$ cat config.mk
export PLATFORM = sky130hd
export DESIGN_NAME = sacl_dp
export DESIGN_NICKNAME = d
export VERILOG_FILES = /design/src/hdl/sacl_pkg.sv /design/src/hdl/sacl_dp.sv
export SDC_FILE = /design/constraint.sdc
export NUM_CORES = 1
export LEC_CHECK = 0
export ABC_AREA = 1
export CAP_MARGIN = 10
export CORE_ASPECT_RATIO = 0.75
export CORE_MARGIN = 4
export CORE_UTILIZATION = 25
export DETAILED_ROUTE_END_ITERATION = 12
export DONT_BUFFER_PORTS = 1
export GPL_TIMING_DRIVEN = 0
export HOLD_SLACK_MARGIN = 0.05
export PLACE_DENSITY_LB_ADDON = 0.15
export SETUP_SLACK_MARGIN = 0.02
export SLEW_MARGIN = 10
export SYNTH_ARGS = -nofsm -noshare
export SYNTH_HDL_FRONTEND = slang
export SYNTH_SLANG_ARGS = --single-unit
$ cat constraint.sdc
create_clock -name clk_i -period 10.2 [get_ports clk_i]
set_input_delay 0.51 -clock clk_i [delete_from_list [all_inputs] [get_ports clk_i]]
set_output_delay 0.51 -clock clk_i [all_outputs]
set_load 0.01 [all_outputs]
$ cat src/hdl/sacl_pkg.sv
// Shared types and constants of the set-associative LFU cache tag model.
// No dependencies.
package sacl_pkg;

  // default sizes
  localparam int unsigned DEF_MAX_SETS    = 64;
  localparam int unsigned DEF_MAX_WAYS    = 4;
  localparam int unsigned DEF_COUNT_WIDTH = 16;

  // config port
  localparam int unsigned CFG_IDX_W  = 2;
  localparam int unsigned CFG_DATA_W = 4;

  localparam logic [CFG_IDX_W-1:0] CFG_OFFSET_BITS = 2'd0;
  localparam logic [CFG_IDX_W-1:0] CFG_INDEX_BITS  = 2'd1;
  localparam logic [CFG_IDX_W-1:0] CFG_WAY_BITS    = 2'd2;

  localparam logic [3:0] RST_OFFSET_BITS = 4'd5;
  localparam logic [2:0] RST_INDEX_BITS  = 3'd6;
  localparam logic [1:0] RST_WAY_BITS    = 2'd2;

  typedef enum logic {
    OP_READ  = 1'b0,
    OP_WRITE = 1'b1
  } opcode_e;

  typedef struct packed {
    opcode_e     opcode;
    logic [31:0] address;
  } in_word_t;

  typedef struct packed {
    logic       hit;
    logic       write_back;
    logic [1:0] way_used;
    logic       was_write;
  } out_word_t;

  // controller -> datapath
  typedef struct packed {
    logic lookup;  // start RAM read of the addressed set
    logic commit;  // write updated set back, load result
    logic clear;   // write one zero row of the clearing sweep
  } sacl_cmd_t;

  // datapath -> controller
  typedef struct packed {
    logic clear_last;
  } sacl_stat_t;

endpackage

$ cat src/hdl/sacl_dp.sv
// Datapath of the LFU cache: config registers, set/tag split, way compare,
// LFU victim pick, line update and result register. Depends on sacl_pkg.
module sacl_dp import sacl_pkg::*; #(
  parameter int unsigned MAX_SETS    = DEF_MAX_SETS,
  parameter int unsigned MAX_WAYS    = DEF_MAX_WAYS,
  parameter int unsigned COUNT_WIDTH = DEF_COUNT_WIDTH,
  localparam int unsigned SET_W      = (MAX_SETS > 1) ? $clog2(MAX_SETS) : 1,
  localparam int unsigned ROW_W      = MAX_WAYS * (34 + COUNT_WIDTH)
) (
  input  logic                  clk_i,
  input  logic                  rst_ni,
  input  logic                  cfg_we_i,
  input  logic [CFG_IDX_W-1:0]  cfg_idx_i,
  input  logic [CFG_DATA_W-1:0] cfg_data_i,
  input  in_word_t              in_word_i,
  input  sacl_cmd_t             cmd_i,
  output sacl_stat_t            stat_o,
  output logic                  ram_we_o,
  output logic [SET_W-1:0]      ram_waddr_o,
  output logic [ROW_W-1:0]      ram_wdata_o,
  output logic                  ram_re_o,
  output logic [SET_W-1:0]      ram_raddr_o,
  input  logic [ROW_W-1:0]      ram_rdata_i,
  output out_word_t             out_word_o
);

  localparam int unsigned CW     = COUNT_WIDTH;
  localparam int unsigned LINE_W = 34 + CW;
  localparam int unsigned VLD_B  = LINE_W - 1;
  localparam int unsigned DRT_B  = LINE_W - 2;
  localparam int unsigned WAY_W  = (MAX_WAYS > 1) ? $clog2(MAX_WAYS) : 1;
  localparam int unsigned IB_MAX = $clog2(MAX_SETS + 1) - 1;
  localparam int unsigned WB_MAX = $clog2(MAX_WAYS + 1) - 1;
  localparam logic [CW-1:0] CNT_MAX = {CW{1'b1}};

  // config
  logic [3:0] off_q;
  logic [2:0] ib_q;
  logic [1:0] wb_q;
  logic [3:0] ib_eff;
  logic [2:0] wb_eff;

  // lookup registers
  opcode_e          op_q;
  logic [31:0]      tag_q;
  logic [SET_W-1:0] set_q;
  logic [SET_W-1:0] clr_cnt_q;
  out_word_t        out_q;

  logic [31:0] set_full;
  logic [31:0] tag_in;
  logic [4:0]  shift;

  logic [MAX_WAYS-1:0][LINE_W-1:0] rd_row, row_d;
  logic [MAX_WAYS-1:0]             way_use;
  logic                            hit;
  logic [WAY_W-1:0]                hit_way, vic_way, sel;
  logic [CW-1:0]                   best;
  logic [LINE_W-1:0]               old_line, new_line;
  logic                            wback;
  logic [WAY_W+1:0]                sel_ext;

  always_ff @(posedge clk_i or negedge rst_ni) begin
    if (!rst_ni) begin
      off_q <= RST_OFFSET_BITS;
      ib_q  <= RST_INDEX_BITS;
      wb_q  <= RST_WAY_BITS;
    end else if (cfg_we_i) begin
      case (cfg_idx_i)
        CFG_OFFSET_BITS: off_q <= cfg_data_i;
        CFG_INDEX_BITS:  ib_q  <= cfg_data_i[2:0];
        CFG_WAY_BITS:    wb_q  <= cfg_data_i[1:0];
        default: ;
      endcase
    end
  end

  // clamp to what the array holds
  assign ib_eff = ({1'b0, ib_q} > 4'(IB_MAX)) ? 4'(IB_MAX) : {1'b0, ib_q};
  assign wb_eff = ({1'b0, wb_q} > 3'(WB_MAX)) ? 3'(WB_MAX) : {1'b0, wb_q};

  // set and tag split of the incoming address
  assign shift    = 5'(off_q) + 5'(ib_eff);
  assign set_full = (in_word_i.address >> off_q) & ((32'd1 << ib_eff) - 32'd1);
  assign tag_in   = in_word_i.address >> shift;

  always_ff @(posedge clk_i) begin
    if (cmd_i.lookup) begin
      op_q  <= in_word_i.opcode;
      tag_q <= tag_in;
      set_q <= set_full[SET_W-1:0];
    end
  end

  // sweep pointer for the post-reset clear
  always_ff @(posedge clk_i or negedge rst_ni) begin
    if (!rst_ni) begin
      clr_cnt_q <= '0;
    end else if (cmd_i.clear && !stat_o.clear_last) begin
      clr_cnt_q <= clr_cnt_q + SET_W'(1);
    end
  end

  assign stat_o.clear_last = (clr_cnt_q == SET_W'(MAX_SETS - 1));

  assign rd_row = ram_rdata_i;

  always_comb begin
    for (int w = 0; w < MAX_WAYS; w++) begin
      way_use[w] = ((32'(w) >> wb_eff) == 32'd0);
    end
  end

  // lowest matching way
  always_comb begin
    hit     = 1'b0;
    hit_way = '0;
    for (int w = 0; w < MAX_WAYS; w++) begin
      if (way_use[w] && !hit && rd_row[w][VLD_B] && (rd_row[w][CW +: 32] == tag_q)) begin
        hit     = 1'b1;
        hit_way = WAY_W'(w);
      end
    end
  end

  // smallest use count, lowest way on ties
  always_comb begin
    best    = rd_row[0][CW-1:0];
    vic_way = '0;
    for (int w = 1; w < MAX_WAYS; w++) begin
      if (way_use[w] && (rd_row[w][CW-1:0] < best)) begin
        best    = rd_row[w][CW-1:0];
        vic_way = WAY_W'(w);
      end
    end
  end

  assign sel      = hit ? hit_way : vic_way;
  assign old_line = rd_row[sel];
  assign wback    = !hit && old_line[VLD_B] && old_line[DRT_B];

  always_comb begin
    new_line = old_line;
    if (hit) begin
      if (old_line[CW-1:0] != CNT_MAX) begin
        new_line[CW-1:0] = old_line[CW-1:0] + CW'(1);
      end
      if (op_q == OP_WRITE) begin
        new_line[DRT_B] = 1'b1;
      end
    end else begin
      new_line[VLD_B]     = 1'b1;
      new_line[DRT_B]     = (op_q == OP_WRITE);
      new_line[CW +: 32]  = tag_q;
      new_line[CW-1:0]    = CW'(1);
    end
    row_d      = rd_row;
    row_d[sel] = new_line;
  end

  assign sel_ext = {2'b00, sel};

  always_ff @(posedge clk_i) begin
    if (cmd_i.commit) begin
      out_q.hit        <= hit;
      out_q.write_back <= wback;
      out_q.way_used   <= sel_ext[1:0];
      out_q.was_write  <= (op_q == OP_WRITE);
    end
  end

  assign ram_re_o    = cmd_i.lookup;
  assign ram_raddr_o = set_full[SET_W-1:0];
  assign ram_we_o    = cmd_i.commit || cmd_i.clear;
  assign ram_waddr_o = cmd_i.clear ? clr_cnt_q : set_q;
  assign ram_wdata_o = cmd_i.clear ? '0 : row_d;
  assign out_word_o  = out_q;

endmodule

# [After elaboration in Yosys (flattened, before gate mapping)]
# Index checks and enable logic that the tools add are counted.
[totals] output_inout_bits=220 in_bits=245 reg_bits=59 elab_cells=98
[op_classes] bitwise=1 addsub=4 n_shift=7 eq_ne=8 reduce_logical=32 n_mux=28 n_lt_le_gt_ge=7
[op_table] op="bitwise mux 200 bit" count=1
[op_table] op="2-to-1 mux 200 bit" count=1
[op_table] op="equality test 32 bit" count=4
[op_table] op="zero test 32 bit" count=4
[op_table] op="binary-select mux 50 bit (select 2 bit)" count=1
[op_table] op="demux 50 bit (select 2 bit)" count=1
[op_table] op="2-to-1 mux 50 bit" count=2
[op_table] op="2-to-1 mux 16 bit" count=4
[op_table] op="right shift 1 x 2 -> 32 bit, first input constant" count=2
[op_table] op="right shift 2 x 2 -> 32 bit, first input constant" count=2
[op_table] op="less-than comparator 16 bit" count=3
[op_table] op="2-to-1 mux 32 bit" count=1
[op_table] op="right shift 32 x 4 -> 6 bit" count=1
[op_table] op="right shift 32 x 5 -> 32 bit" count=1
[op_table] op="logical AND 1 bit" count=18
[op_table] op="adder 16 x 1 -> 16 bit, second input constant" count=1
[op_table] op="inequality test 16 bit, second input constant" count=1
[op_table] op="2-to-1 mux 2 bit" count=6
[op_table] op="2-to-1 mux 1 bit" count=9
[op_table] op="adder 6 x 1 -> 6 bit, second input constant" count=1
[op_table] op="bitwise AND 6 bit" count=1
[op_table] op="equality test 6 bit, second input constant" count=1
[op_table] op="2-to-1 mux 6 bit" count=1
[op_table] op="AND reduction 2 bit" count=3
[op_table] op="other kinds (13)" count=17

# [Depth between registers and ports, before layout]
# Gate-level depths: netlist of the first run.
[depth] word_depth=30 depth_mapped=51 depth_no_buf=48

# [Least setup slack after synthesis of the first run]
# OpenSTA, ideal clock, no wires.
[synth_timing] kind="input to output" start="in ram_rdata_i[15]" end="out ram_wdata_o[114]" path_slack_ns=3.721 cell_stages=44 n_path_buf=4 arrival_time_ns=5.969 t_required_ns=9.690 cell_sequence="inv_1 ha_1 nand2_1 clkinv_1 nand3_1 a21oi_1 nor2_4 nand2_2 clkbuf_1 nand2_1 o21ai_0 ha_1 a21oi_1 nor2_1 a211oi_1 o21ai_0 a21oi_1 nand2_2 [8 not listed] a2111oi_0 nand2_2 nand2_1 nand2_2 buf_6 buf_6 nand4_1 nand2_1 nor2_2 ha_1 nand2_1 nor2_4 nand2_1 nor2_2 nand3_1 nand2_1 nand3_2 a21oi_1"
[synth_between] elab_chain_cells=17 elab_cells_between_ends=25 classes_between="add/sub: 1; order compare: 5; eq/ne: 1; mux: 14; reduce/logical: 4"
[synth_rtl] element="from (decl)" line_no="sacl_dp.sv:23" source="input logic [ROW_W-1:0] ram_rdata_i,"
[synth_rtl] element="less-than comparator 16 bit" line_no="sacl_dp.sv:131" source="if (way_use[w] && (rd_row[w][CW-1:0] < best)) begin"
[synth_rtl] element="logical AND 1 bit" line_no="sacl_dp.sv:131"
[synth_rtl] element="2-to-1 mux 16 bit" line_no="sacl_dp.sv:131"
[synth_rtl] element="less-than comparator 16 bit" line_no="sacl_dp.sv:131"
[synth_rtl] element="logical AND 1 bit" line_no="sacl_dp.sv:131"
[synth_rtl] element="2-to-1 mux 16 bit" line_no="sacl_dp.sv:131"
[synth_rtl] element="less-than comparator 16 bit" line_no="sacl_dp.sv:131"
[synth_rtl] element="logical AND 1 bit" line_no="sacl_dp.sv:131"
[synth_rtl] element="2-to-1 mux 2 bit" line_no="sacl_dp.sv:131"
[synth_rtl] element="2-to-1 mux 2 bit" line_no="sacl_dp.sv:138" source="assign sel = hit ? hit_way : vic_way;"
[synth_rtl] element="binary-select mux 50 bit (select 2 bit)" line_no="sacl_dp.sv:139" source="assign old_line = rd_row[sel];"
[synth_rtl] element="2-to-1 mux 50 bit (implied by the code)" line_no="sacl_dp.sv:139"
[synth_rtl] element="adder 16 x 1 -> 16 bit / inequality test 16 bit (equally long branches)" line_no="sacl_dp.sv:146, sacl_dp.sv:145"
[synth_rtl] element="2-to-1 mux 16 bit" line_no="sacl_dp.sv:145" source="if (old_line[CW-1:0] != CNT_MAX) begin"
[synth_rtl] element="2-to-1 mux 16 bit" line_no="sacl_dp.sv:144" source="if (hit) begin"
[synth_rtl] element="bitwise mux 200 bit *" line_no="sacl_dp.sv:158" source="row_d[sel] = new_line;"
[synth_rtl] element="2-to-1 mux 200 bit *" line_no="sacl_dp.sv:176" source="assign ram_wdata_o = cmd_i.clear ? '0 : row_d;"
[synth_rtl] element="to (decl)" line_no="sacl_dp.sv:20" source="output logic [ROW_W-1:0] ram_wdata_o,"
# Mark *: on every way between the ends. The rest lies on a longest branch, timed or not. The select of a mux whose other input is x is not followed.

# [Worst setup path after layout of the first run]
[layout_timing] start="in ram_rdata_i[15]" end="out ram_wdata_o[22]"
[layout_between] elab_chain_cells=16 elab_cells_between_ends=22 classes_between="order compare: 5; mux: 13; reduce/logical: 4"
[layout_rtl] element="less-than comparator 16 bit" line_no="sacl_dp.sv:131"
[layout_rtl] element="logical AND 1 bit" line_no="sacl_dp.sv:131"
[layout_rtl] element="2-to-1 mux 16 bit" line_no="sacl_dp.sv:131"
[layout_rtl] element="less-than comparator 16 bit" line_no="sacl_dp.sv:131"
[layout_rtl] element="logical AND 1 bit" line_no="sacl_dp.sv:131"
[layout_rtl] element="2-to-1 mux 16 bit" line_no="sacl_dp.sv:131"
[layout_rtl] element="less-than comparator 16 bit" line_no="sacl_dp.sv:131"
[layout_rtl] element="logical AND 1 bit" line_no="sacl_dp.sv:131"
[layout_rtl] element="2-to-1 mux 2 bit *" line_no="sacl_dp.sv:131"
[layout_rtl] element="2-to-1 mux 2 bit *" line_no="sacl_dp.sv:138"
[layout_rtl] element="less-than comparator 2 x 3 -> 1 bit (implied by the code) / >= comparator 2 x 1 -> 1 bit (equally long branches)" line_no="sacl_dp.sv:158"
[layout_rtl] element="logical AND 1 bit (implied by the code)" line_no="sacl_dp.sv:158"
[layout_rtl] element="2-to-1 mux 50 bit (implied by the code)" line_no="sacl_dp.sv:158"
[layout_rtl] element="demux 50 bit (select 2 bit)" line_no="sacl_dp.sv:158"
[layout_rtl] element="bitwise mux 200 bit *" line_no="sacl_dp.sv:158"
[layout_rtl] element="2-to-1 mux 200 bit *" line_no="sacl_dp.sv:176"
# Marked as above.

==> run summary, run 1 <==
Outcome - finished clean
Dpl hpwl - 71.0 mm
Post-Syn Area per Cell - 5.72 um^2
Critical Path AT - 9060 ps
Total CTS buffers - 9
Crit. End Element - primary output
Synth unique cells - 59
Max-Cap Viols - 0
Pwr dens - 239 nW/um^2
Final WS setup - 626 ps
Post-Syn Nets - 2410
Worst Setup Path Type - in2out
Area leader, netlist - o21ai_0
Hold crit path type - in2reg
Buffers & Inverters on Critical Path - 7
Clock Tree Root - clkbuf_16
Placement Rows - 69
Worst Path Required - 9690 ps
Share of the yosys chip area belonging to registers - 0.141
Die area - 52000 um^2
Share of the synthesized area in the top cell type - 0.151
Place WS - 945 ps
H-tree Lvls - 3
Clock power frac - 0.091
Worst hold stages - 0
RSZ-0062 raised after global routing - false
Global route overflow - 0
Clock Tree Buf Depth - 2
Gate Count Post-Synth - 2114
DR vias - 16.1k
Fraction of registers with async set/reset - 0.254
CTS Sinks - 59
Initial antenna violation count - 4
Post-CTS Setup Bufs - 0
DRC viols - 0
Die X - 262 um
Final Hold Viols - 0
Ports - 465
Vias per cell - 5.79
Slew Limit Fails - 0
First-iteration detailed-routing DRC count - 1890
Hold path endpoint - op_q$_DFFE_PP_
Post_cts resized - 0
Global router's overall resource usage - 0.311
Port bufs - 0
Fill count - 5555
Final setup vio count - 0
Top cells by count, synth - nand2_1 (458), o21ai_0 (366), a21oi_1 (220), inv_1 (206), nor2_1 (150)
Synthesized flop and latch total - 59
Beginning of the worst register-to-register path - wb_q[1]$_DFFE_PN1P_
RD Place Congestion - 0.987
Pin count of the biggest net entering global routing - 41
Sw Ratio - 0.646
Cell mode on critical path - nand2_1
Top delay family on crit path - buffers and inverters
Count leader, synth - nand2_1
Slew @ Worst Pin - 1180 ps
Critical Path Fanout Max - 10
Internal cell power - 1120 uW
Post-synth EDFFs - 44
Number of synthesis warnings - 0
Clk slew on worst S/H paths - 60 ps
Drt first pass iters - 6
Final WL - 85.2 mm
Max VDD drop - 0.0750 mV
Nets@finish - 2422
Ys flop type - edfxtp_1
Startpoint types - input port
Cell area after synthesis - 12100 um^2
Core area - 47600 um^2
Total leakage power - 0.00565 uW
Routed WL per cell - 30.7 um
Slowest stage delay, CP - 850 ps
Fin Setup TNS - 0 ps
Fin Clk Skew - 9.52 ps
Highest clock rate - 104 MHz
Layout area overhead - 9.01%
Vias in the first global route - 14.7k
Net Sw Power - 2040 uW
Die Y - 199 um
Tmin final - 9570 ps
Hold Crit Start - in_word_i[32]
Critical path's slowest cell - clkbuf_1
Final period utilization - 0.939
Slew headroom - 0.211
Critical R2R Capture - out_word_o[3]$_DFFE_PP_
Post-DRT Antenna Nets - 0
Top post-synthesis cells by area - o21ai_0 (15%), nand2_1 (14%), edfxtp_1 (11%), a21oi_1 (9.1%), inv_1 (6.4%)
Clk Latency, worst-skew pair - 350 ps
Share of cells above drive strength 1 - 0.0610
CTS tree - yes
R2R Setup Slk - 1470 ps
Reg2Reg Depth - 32
First-pass GRT wire length - 115 mm
Initial core utilization - 0.254
Combinational share of power - 0.748
Reg power frac - 0.161
-- cells in the final DEF (no fill, tap or decap), types with 10 or more instances in the layout --
master    netlist  routed
a21oi_1       220     220
clkbuf_1      111     112
clkinv_1       11      14
dfrtp_1        10      10
edfxtp_1       44      44
ha_1           50      50
inv_1         206     206
inv_2          12      12
mux2i_1        12      12
nand2_1       458     458
nand3_1        84      84
nand3_2        20      20
nand3b_1       29      29
nand4_1        69      69
nor2_1        150     150
nor2_2         14      14
nor3_1         28      28
nor4_1         23      23
o211ai_1       14      14
o21ai_0       366     366
o22ai_1        10      10
or2_2          31      31
xnor2_1        14      14
xor2_1         30      30
-- registers in the layout, summed over array words and instances (netlist names) --
signal / cells
clr_cnt_q: 6
ib_q: 3
off_q: 4
op_q: 1
out_word_o: 5
set_q: 6
tag_q: 32
wb_q: 2
-- power by group through the flow --
stage	logic, uW	registers, uW	clock network [uW]
finish	2360	508	289
CTS	2310	502	294
floorplan	1470	433	0
global route	2540	511	309
global placement	2300	506	0
detailed placement	2300	506	0
-- per-layer routing --
metal / vias up / GRT usage / share of wire
met3: 95 / 0.0872 / 0.10
met2: 910 / 0.475 / 0.43
li1: 7276 / - / -
met5: - / 0 / 0
met1: 7777 / 0.443 / 0.45
met4: 0 / 0.0531 / 0.019
-- worst reg2reg max path: cells and delay by family (launching register included) --
kind,cells,cell delay [ps]
adder cells (fa/ha/maj),2,610
AND/OR/NAND/NOR,16,2340
AO/OA/AOI/OAI,9,2410
flip-flops,1,720
buffers and inverters,5,2390
-- through the flow --
step / utilization / area (um^2) / hold slack (ps) / instances / power (uW)
after floorplan: - / 12100 / 214 / 2114 / 1900
after global placement: 0.271 / 12900 / 215 / 2753 / 2810
after detailed placement: 0.271 / 12900 / 215 / 2753 / 2810
after CTS: 0.277 / 13200 / 232 / 2770 / 3110
after global routing: 0.277 / 13200 / 233 / 2770 / 3360
final: 0.277 / 13200 / 250 / 2773 / 3160
-- cells by family (layout without fill, tap and decap cells) --
| kind of cell | Yosys count | in the layout | synth area share |
|---|---|---|---|
| xor gates and xnor gates | 44 | 44 | 0.0318 |
| buffers and inverters | 360 | 377 | 0.116 |
| adders and majority gates | 51 | 51 | 0.0534 |
| and+or+nand+nor | 938 | 938 | 0.365 |
| muxes | 12 | 12 | 0.00993 |
| AOI/OAI and AO/OA | 650 | 650 | 0.283 |
| DFF | 59 | 59 | 0.141 |
| other | 0 | 3 | 0 |
-- worst max path at each step --
| stage | from | end | cells after the start | slack (ps) |
|---|---|---|---|---|
| after floorplan | ram_rdata_i[15] | ram_wdata_o[114] | 44 | 3720 |
| after global placement | ram_rdata_i[15] | ram_wdata_o[22] | 35 | 900 |
| after detailed placement | ram_rdata_i[15] | ram_wdata_o[22] | 35 | 950 |
| after CTS | ram_rdata_i[15] | ram_wdata_o[22] | 35 | 930 |
| after global routing | ram_rdata_i[15] | ram_wdata_o[100] | 42 | 210 |
| final | ram_rdata_i[15] | ram_wdata_o[22] | 35 | 630 |
-- final cells by class --
type	count	area [um^2]	area share
well taps	639	800	0.0606
plain buffers	131	548	0.0415
diodes	3	7.51	0.000569
flip-flops and latches	59	1700	0.129
repair buffers	1	10.0	0.000759
multi-input cells	1695	8990	0.682
clock inverters	4	16.3	0.00123
inverters	229	860	0.0652
clock buffers	12	256	0.0194
-- repair_timing --
| action | CTS | global route |
|---|---|---|
| endpoints found under the hold margin | 15 | 0 |
| endpoints found under the setup margin | 0 | 0 |
| hold buffers | 1 | 0 |
No activity file was read; power rests on OpenSTA's default activity.
==> inputs of run 2 (changes only) <==
--- a/config.mk
+++ b/config.mk
@@ -7,7 +7,7 @@
 export LEC_CHECK = 0
 export ABC_AREA = 1
 export CAP_MARGIN = 10
-export CORE_ASPECT_RATIO = 0.75
+export CORE_ASPECT_RATIO = 1.1
 export CORE_MARGIN = 4
 export CORE_UTILIZATION = 25
 export DETAILED_ROUTE_END_ITERATION = 12
==> run 2 against run 1 <==
Die area hardly changed. Final area increased by 0.15%. Non-clock buffer count unchanged. Worst setup slack improved by 560 ps. Sequential power grew 3%. First-iteration DRC count fell by 14%. Hold slack gained 18 ps. Power fell by 2.2%. Register-to-register slack improved by 830 ps. Utilization decreased by 0.10 points. Highest routed layer is now met5.
==> run summary, run 2 (synthesized netlist as in run 1, its figures left out) <==
RD Place Congestion - 0.997 (was 0.987)
Clock Tree Root - clkbuf_16 (unchanged)
Total leakage power - 0.00565 uW (about the same)
Global router's overall resource usage - 0.296 (was 0.311)
Initial antenna violation count - 4 (unchanged)
Vias per cell - 5.75 (was 5.79)
Vias in the first global route - 15.2k (was 14.7k)
Largest register FFs - 32 (unchanged)
Clk Latency, worst-skew pair - 340 ps (was 350 ps)
Layout area overhead - 9.17% (was 9.01%)
Share of cells above drive strength 1 - 0.0615 (was 0.0610)
Fin Clk Skew - 7.94 ps (was 9.52 ps)
Post-DRT Antenna Nets - 0 (unchanged)
Routed WL per cell - 29.3 um (was 30.7 um)
Critical path's slowest cell - clkbuf_1 (unchanged)
Final period utilization - 0.883 (was 0.939)
Final setup vio count - 0 (unchanged)
Core area - 47800 um^2 (was 47600 um^2)
Slew Limit Fails - 0 (unchanged)
Max Used Layer - met5 (was met4)
Routed wl met2 - 37.6 mm (was 36.6 mm)
Pin count of the biggest net entering global routing - 41 (unchanged)
Post-CTS Setup Bufs - 0 (unchanged)
Critical Path Fanout Max - 10 (unchanged)
DR vias - 16.0k (was 16.1k)
Dpl hpwl - 67.9 mm (was 71.0 mm)
Max VDD drop - 0.0794 mV (was 0.0750 mV)
Clock Tree Buf Depth - 2 (unchanged)
Final Hold Slack - 268 ps (was 250 ps)
Cell mode on critical path - nand2_1 (unchanged)
Total CTS buffers - 9 (unchanged)
Slew @ Worst Pin - 1040 ps (was 1180 ps)
CTS Sinks - 59 (unchanged)
Die area - 52000 um^2 (about the same)
Final Hold Viols - 0 (unchanged)
Placed Instance Area - 12900 um^2 (about the same)
Registers with the most flip-flops - tag_q x32, clr_cnt_q x6, set_q x6 (unchanged)
Leading cell type in the layout, fill and taps excluded - nand2_1 (unchanged)
Max-Cap Viols - 0 (unchanged)
Critical Path AT - 8500 ps (was 9060 ps)
Startpoint types - input port (unchanged)
Most frequent cells in the layout - nand2_1 (458), o21ai_0 (366), a21oi_1 (220) (unchanged)
Worst Setup Path Type - in2out (unchanged)
Slew headroom - 0.306 (was 0.211)
Initial core utilization - 0.253 (was 0.254)
Highest clock rate - 111 MHz (was 104 MHz)
Ports - 465 (unchanged)
Die Y - 239 um (was 199 um)
R2R Setup Slk - 2300 ps (was 1470 ps)
Crit. End Element - primary output (unchanged)
First-pass GRT wire length - 112 mm (was 115 mm)
CTS tree - yes (unchanged)
Tmin final - 9010 ps (was 9570 ps)
Met1 Wirelength - 31.7 mm (was 38.3 mm)
Slowest stage delay, CP - 770 ps (was 850 ps)
DRC viols - 0 (unchanged)
Placement Rows - 84 (was 69)
Nets@finish - 2422 (unchanged)
First-iteration detailed-routing DRC count - 1618 (was 1890)
RSZ-0062 raised after global routing - false (unchanged)
Drt first pass iters - 6 (unchanged)
Biggest register - tag_q (unchanged)
Port bufs - 0 (unchanged)
Met3 wire length - 7.99 mm (was 8.79 mm)
H-tree Lvls - 3 (unchanged)
Clk slew on worst S/H paths - 50 ps (was 60 ps)
Hold crit path type - in2reg (unchanged)
Die X - 218 um (was 262 um)
Pwr dens - 234 nW/um^2 (was 239 nW/um^2)
Post-Layout Inst Area - 13200 um^2 (about the same)
Outcome - finished clean (unchanged)
Final WL - 81.5 mm (was 85.2 mm)
Worst Path Required - 9690 ps (about the same)
Global route overflow - 0 (unchanged)
Fin Setup TNS - 0 ps (unchanged)
[run 2: cell count changes in the layout (fill, tap and decap cells not counted)]
cell	before	now
clkbuf_8	2	0
clkinvlp_4	0	2
bufinv_16	0	1
clkbuf_1	112	111
clkinv_1	14	13
diode_2	3	4
[run 2: final timing paths]
check                                          from                  endpoint  cells after the start
worst max-delay path                ram_rdata_i[15]          ram_wdata_o[100]                     35
worst min-delay path                  in_word_i[32]            op_q$_DFFE_PP_                      0
worst max register to register  wb_q[1]$_DFFE_PN1P_   out_word_o[3]$_DFFE_PP_                     32
worst min register to register       op_q$_DFFE_PP_   out_word_o[0]$_DFFE_PP_                      0
max in group asynchronous                    rst_ni      off_q[1]$_DFFE_PN0P_                      1
min in group asynchronous                    rst_ni  clr_cnt_q[5]$_DFFE_PN0P_                      1
[run 2: timing repair]
item	CTS	global route
hold endpoints to repair	15	0
hold buffers	1	0
resized for setup	0	0
[run 2: power by group]
group	total (uW)	switching [uW]	internal (uW)
logic	2270	1700	573
clock network	296	111	185
registers	523	154	369
[run 2: metrics by stage]
stage / util / cells / power, uW / worst slack, ps
6_report: 0.276 / 2779 / 3090 / 1190
5_1_grt: 0.276 / 2778 / 3300 / 545
2_1_floorplan: - / 2114 / 1900 / 3720
3_5_place_dp: 0.270 / 2759 / 2740 / 1340
4_1_cts: 0.276 / 2775 / 3050 / 1280
3_3_place_gp: 0.270 / 2759 / 2740 / 1400
[run 2: area by class of cell]
type                    instances  area [um^2]
diodes                          4         10.0
plain buffers                 131          548
clock buffers                   9          225
clock inverters                 6         57.6
fillers                      5577        34600
inverters                     229          860
multi-input cells            1695         8990
flip-flops and latches         59         1700
well taps                     645          807
repair buffers                  1         10.0
[run 2: per-layer routing]
layer,GRT usage,vias to the layer above
li1,-,7279
met1,0.352,7625
met2,0.492,860
met3,0.0933,200
met4,0.127,4
met5,0,-
[run 2: worst max-delay path, delay by kind of cell]
kind,cells,cell delay [ps]
compound gates,9,2010
fa+ha+maj,3,950
buf+inv,7,2700
simple gates,16,2290
==> inputs of run 3 (changes only) <==
--- a/config.mk
+++ b/config.mk
@@ -6,12 +6,12 @@
 export NUM_CORES = 1
 export LEC_CHECK = 0
 export ABC_AREA = 1
+export BUFFER_PORTS_ARGS = -buffer_cell sky130_fd_sc_hd__buf_2
 export CAP_MARGIN = 10
 export CORE_ASPECT_RATIO = 1.1
 export CORE_MARGIN = 4
 export CORE_UTILIZATION = 25
 export DETAILED_ROUTE_END_ITERATION = 12
-export DONT_BUFFER_PORTS = 1
 export GPL_TIMING_DRIVEN = 0
 export HOLD_SLACK_MARGIN = 0.05
 export PLACE_DENSITY_LB_ADDON = 0.15
==> run 3 against run 2 <==
Combinational power up 11%. Worst setup slack worse by 220 ps. Die area unchanged. Hold slack worse by 190 ps. Critical path depth up 9. Via count up 11%. Routed wire length up 2.2%. Register-to-register slack better by 100 ps. Critical path type unchanged. Critical endpoint is now ram_wdata_o[15].
==> run summary, run 3 (synthesized netlist as in run 1, its figures left out) <==
Outcome - finished clean (unchanged)
Max-Cap Viols - 0 (unchanged)
Post-CTS Setup Bufs - 0 (unchanged)
CTS tree - yes (unchanged)
Util after Layout - 0.325 (was 0.276)
Post_cts resized - 0 (unchanged)
Fin Setup TNS - 0 ps (unchanged)
Pin count of the biggest net entering global routing - 41 (unchanged)
Slowest stage delay, CP - 480 ps (was 770 ps)
Placement Rows - 84 (unchanged)
Leading cell type in the layout, fill and taps excluded - buf_2 (was nand2_1)
Slew @ Worst Pin - 999 ps (was 1040 ps)
Registers with the most flip-flops - tag_q x32, clr_cnt_q x6, set_q x6 (unchanged)
H-tree Lvls - 3 (unchanged)
Clock Tree Root - clkbuf_16 (unchanged)
First-pass GRT wire length - 117 mm (was 112 mm)
Drt first pass iters - 8 (was 6)
Routed WL per cell - 25.7 um (was 29.3 um)
Ports - 465 (unchanged)
Initial core utilization - 0.253 (unchanged)
Total leakage power - 0.00764 uW (was 0.00565 uW)
Largest register FFs - 32 (unchanged)
Slew Limit Fails - 0 (unchanged)
Die area - 52000 um^2 (unchanged)
Nets@finish - 2885 (was 2422)
Clock Tree Buf Depth - 2 (unchanged)
Final Hold Viols - 0 (unchanged)
Tmin final - 9230 ps (was 9010 ps)
Buffers & Inverters on Critical Path - 8 (was 7)
DP Cell Count - 3223 (was 2759)
First-iteration detailed-routing DRC count - 1619 (was 1618)
DR vias - 17.7k (was 16.0k)
Setup crit start - ram_rdata_i[15] (unchanged)
Final WL - 83.4 mm (was 81.5 mm)
Vias per cell - 5.46 (was 5.75)
Worst Path Required - 9690 ps (about the same)
Global router's overall resource usage - 0.302 (was 0.296)
Core area - 47800 um^2 (unchanged)
Clk slew on worst S/H paths - 60 ps (was 50 ps)
Hold bufs inserted after CTS - 0 (was 1)
Global route overflow - 0 (unchanged)
CTS Sinks - 59 (unchanged)
Critical path's slowest cell - a21oi_1 (was clkbuf_1)
Final WS setup - 972 ps (was 1190 ps)
RD Place Congestion - 1.01 (was 0.997)
Beginning of the worst register-to-register path - wb_q[1]$_DFFE_PN1P_ (unchanged)
Fin cells - 3246 (was 2779)
Critical Path Fanout Max - 10 (unchanged)
Final period utilization - 0.905 (was 0.883)
Biggest register - tag_q (unchanged)
Die Y - 239 um (unchanged)
Most frequent cells in the layout - buf_2 (473), nand2_1 (458), o21ai_0 (366) (was nand2_1 (458), o21ai_0 (366), a21oi_1 (220))
Cell mode on critical path - nand2_1 (unchanged)
Initial antenna violation count - 13 (was 4)
Dpl hpwl - 70.1 mm (was 67.9 mm)
Top delay family on crit path - simple AND/OR/NAND/NOR gates (was buffers and inverters)
Startpoint types - input port (unchanged)
Layout area overhead - 28.5% (was 9.17%)
Clk Latency, worst-skew pair - 330 ps (was 340 ps)
Port bufs - 464 (was 0)
Die X - 218 um (unchanged)
Max VDD drop - 0.0863 mV (was 0.0794 mV)
RSZ-0062 raised after global routing - false (unchanged)
Pwr dens - 214 nW/um^2 (was 234 nW/um^2)
Post-DRT Antenna Nets - 0 (unchanged)
Total CTS buffers - 9 (unchanged)
Slew headroom - 0.334 (was 0.306)
Final setup vio count - 0 (unchanged)
Worst Setup Path Type - in2out (unchanged)
Highest clock rate - 108 MHz (was 111 MHz)
Place WS - 1240 ps (was 1340 ps)
Fin Clk Skew - 7.44 ps (was 7.94 ps)
Hold crit path type - in2async (was in2reg)
Final Hold Slack - 79.4 ps (was 268 ps)
Share of cells above drive strength 1 - 0.231 (was 0.0615)
Critical Path AT - 8720 ps (was 8500 ps)
Crit. End Element - primary output (unchanged)
Vias in the first global route - 16.9k (was 15.2k)
DRC viols - 0 (unchanged)
[run 3: final timing paths]
kind,end,slack [ps],cells past startpoint
setup / recovery,ram_wdata_o[15],970,44
hold / removal,clr_cnt_q[4]$_DFFE_PN0P_,80,1
setup reg to reg,out_word_o[3]$_DFFE_PP_,2400,32
hold reg to reg,out_word_o[0]$_DFFE_PP_,470,0
max in group asynchronous,off_q[0]$_DFFE_PN1P_,9810,1
min in group clk_i,op_q$_DFFE_PP_,360,1
[run 3: area by class of cell]
type	instances	area [um^2]
fill	5548	32300
multi-input combinational	1695	8990
timing repair buffer	464	2320
sequential	59	1700
inverter	229	860
tap	645	807
buffer	131	548
clock buffer	10	250
clock inverter	6	48.8
antenna	7	17.5
[run 3: where the power goes]
group          internal (uW)  total, uW  switching [uW]
registers                369        517             148
clock network            180        292             112
logic                    717       2510            1790
[run 3: metrics by stage]
step | total power, uW | instance area [um^2]
floorplan | 1900 | 12100
global placement | 2970 | 15200
CTS | 3270 | 15500
global route | 3550 | 15500
finish | 3320 | 15500
detailed placement | 2960 | 15200
[run 3: layer usage]
layer | vias up | global-route usage | share of wire
met2 | 960 | 0.500 | 0.46
li1 | 8216 | - | -
met5 | - | 0 | 0.00055
met3 | 161 | 0.0610 | 0.088
met1 | 8391 | 0.384 | 0.40
met4 | 8 | 0.126 | 0.046
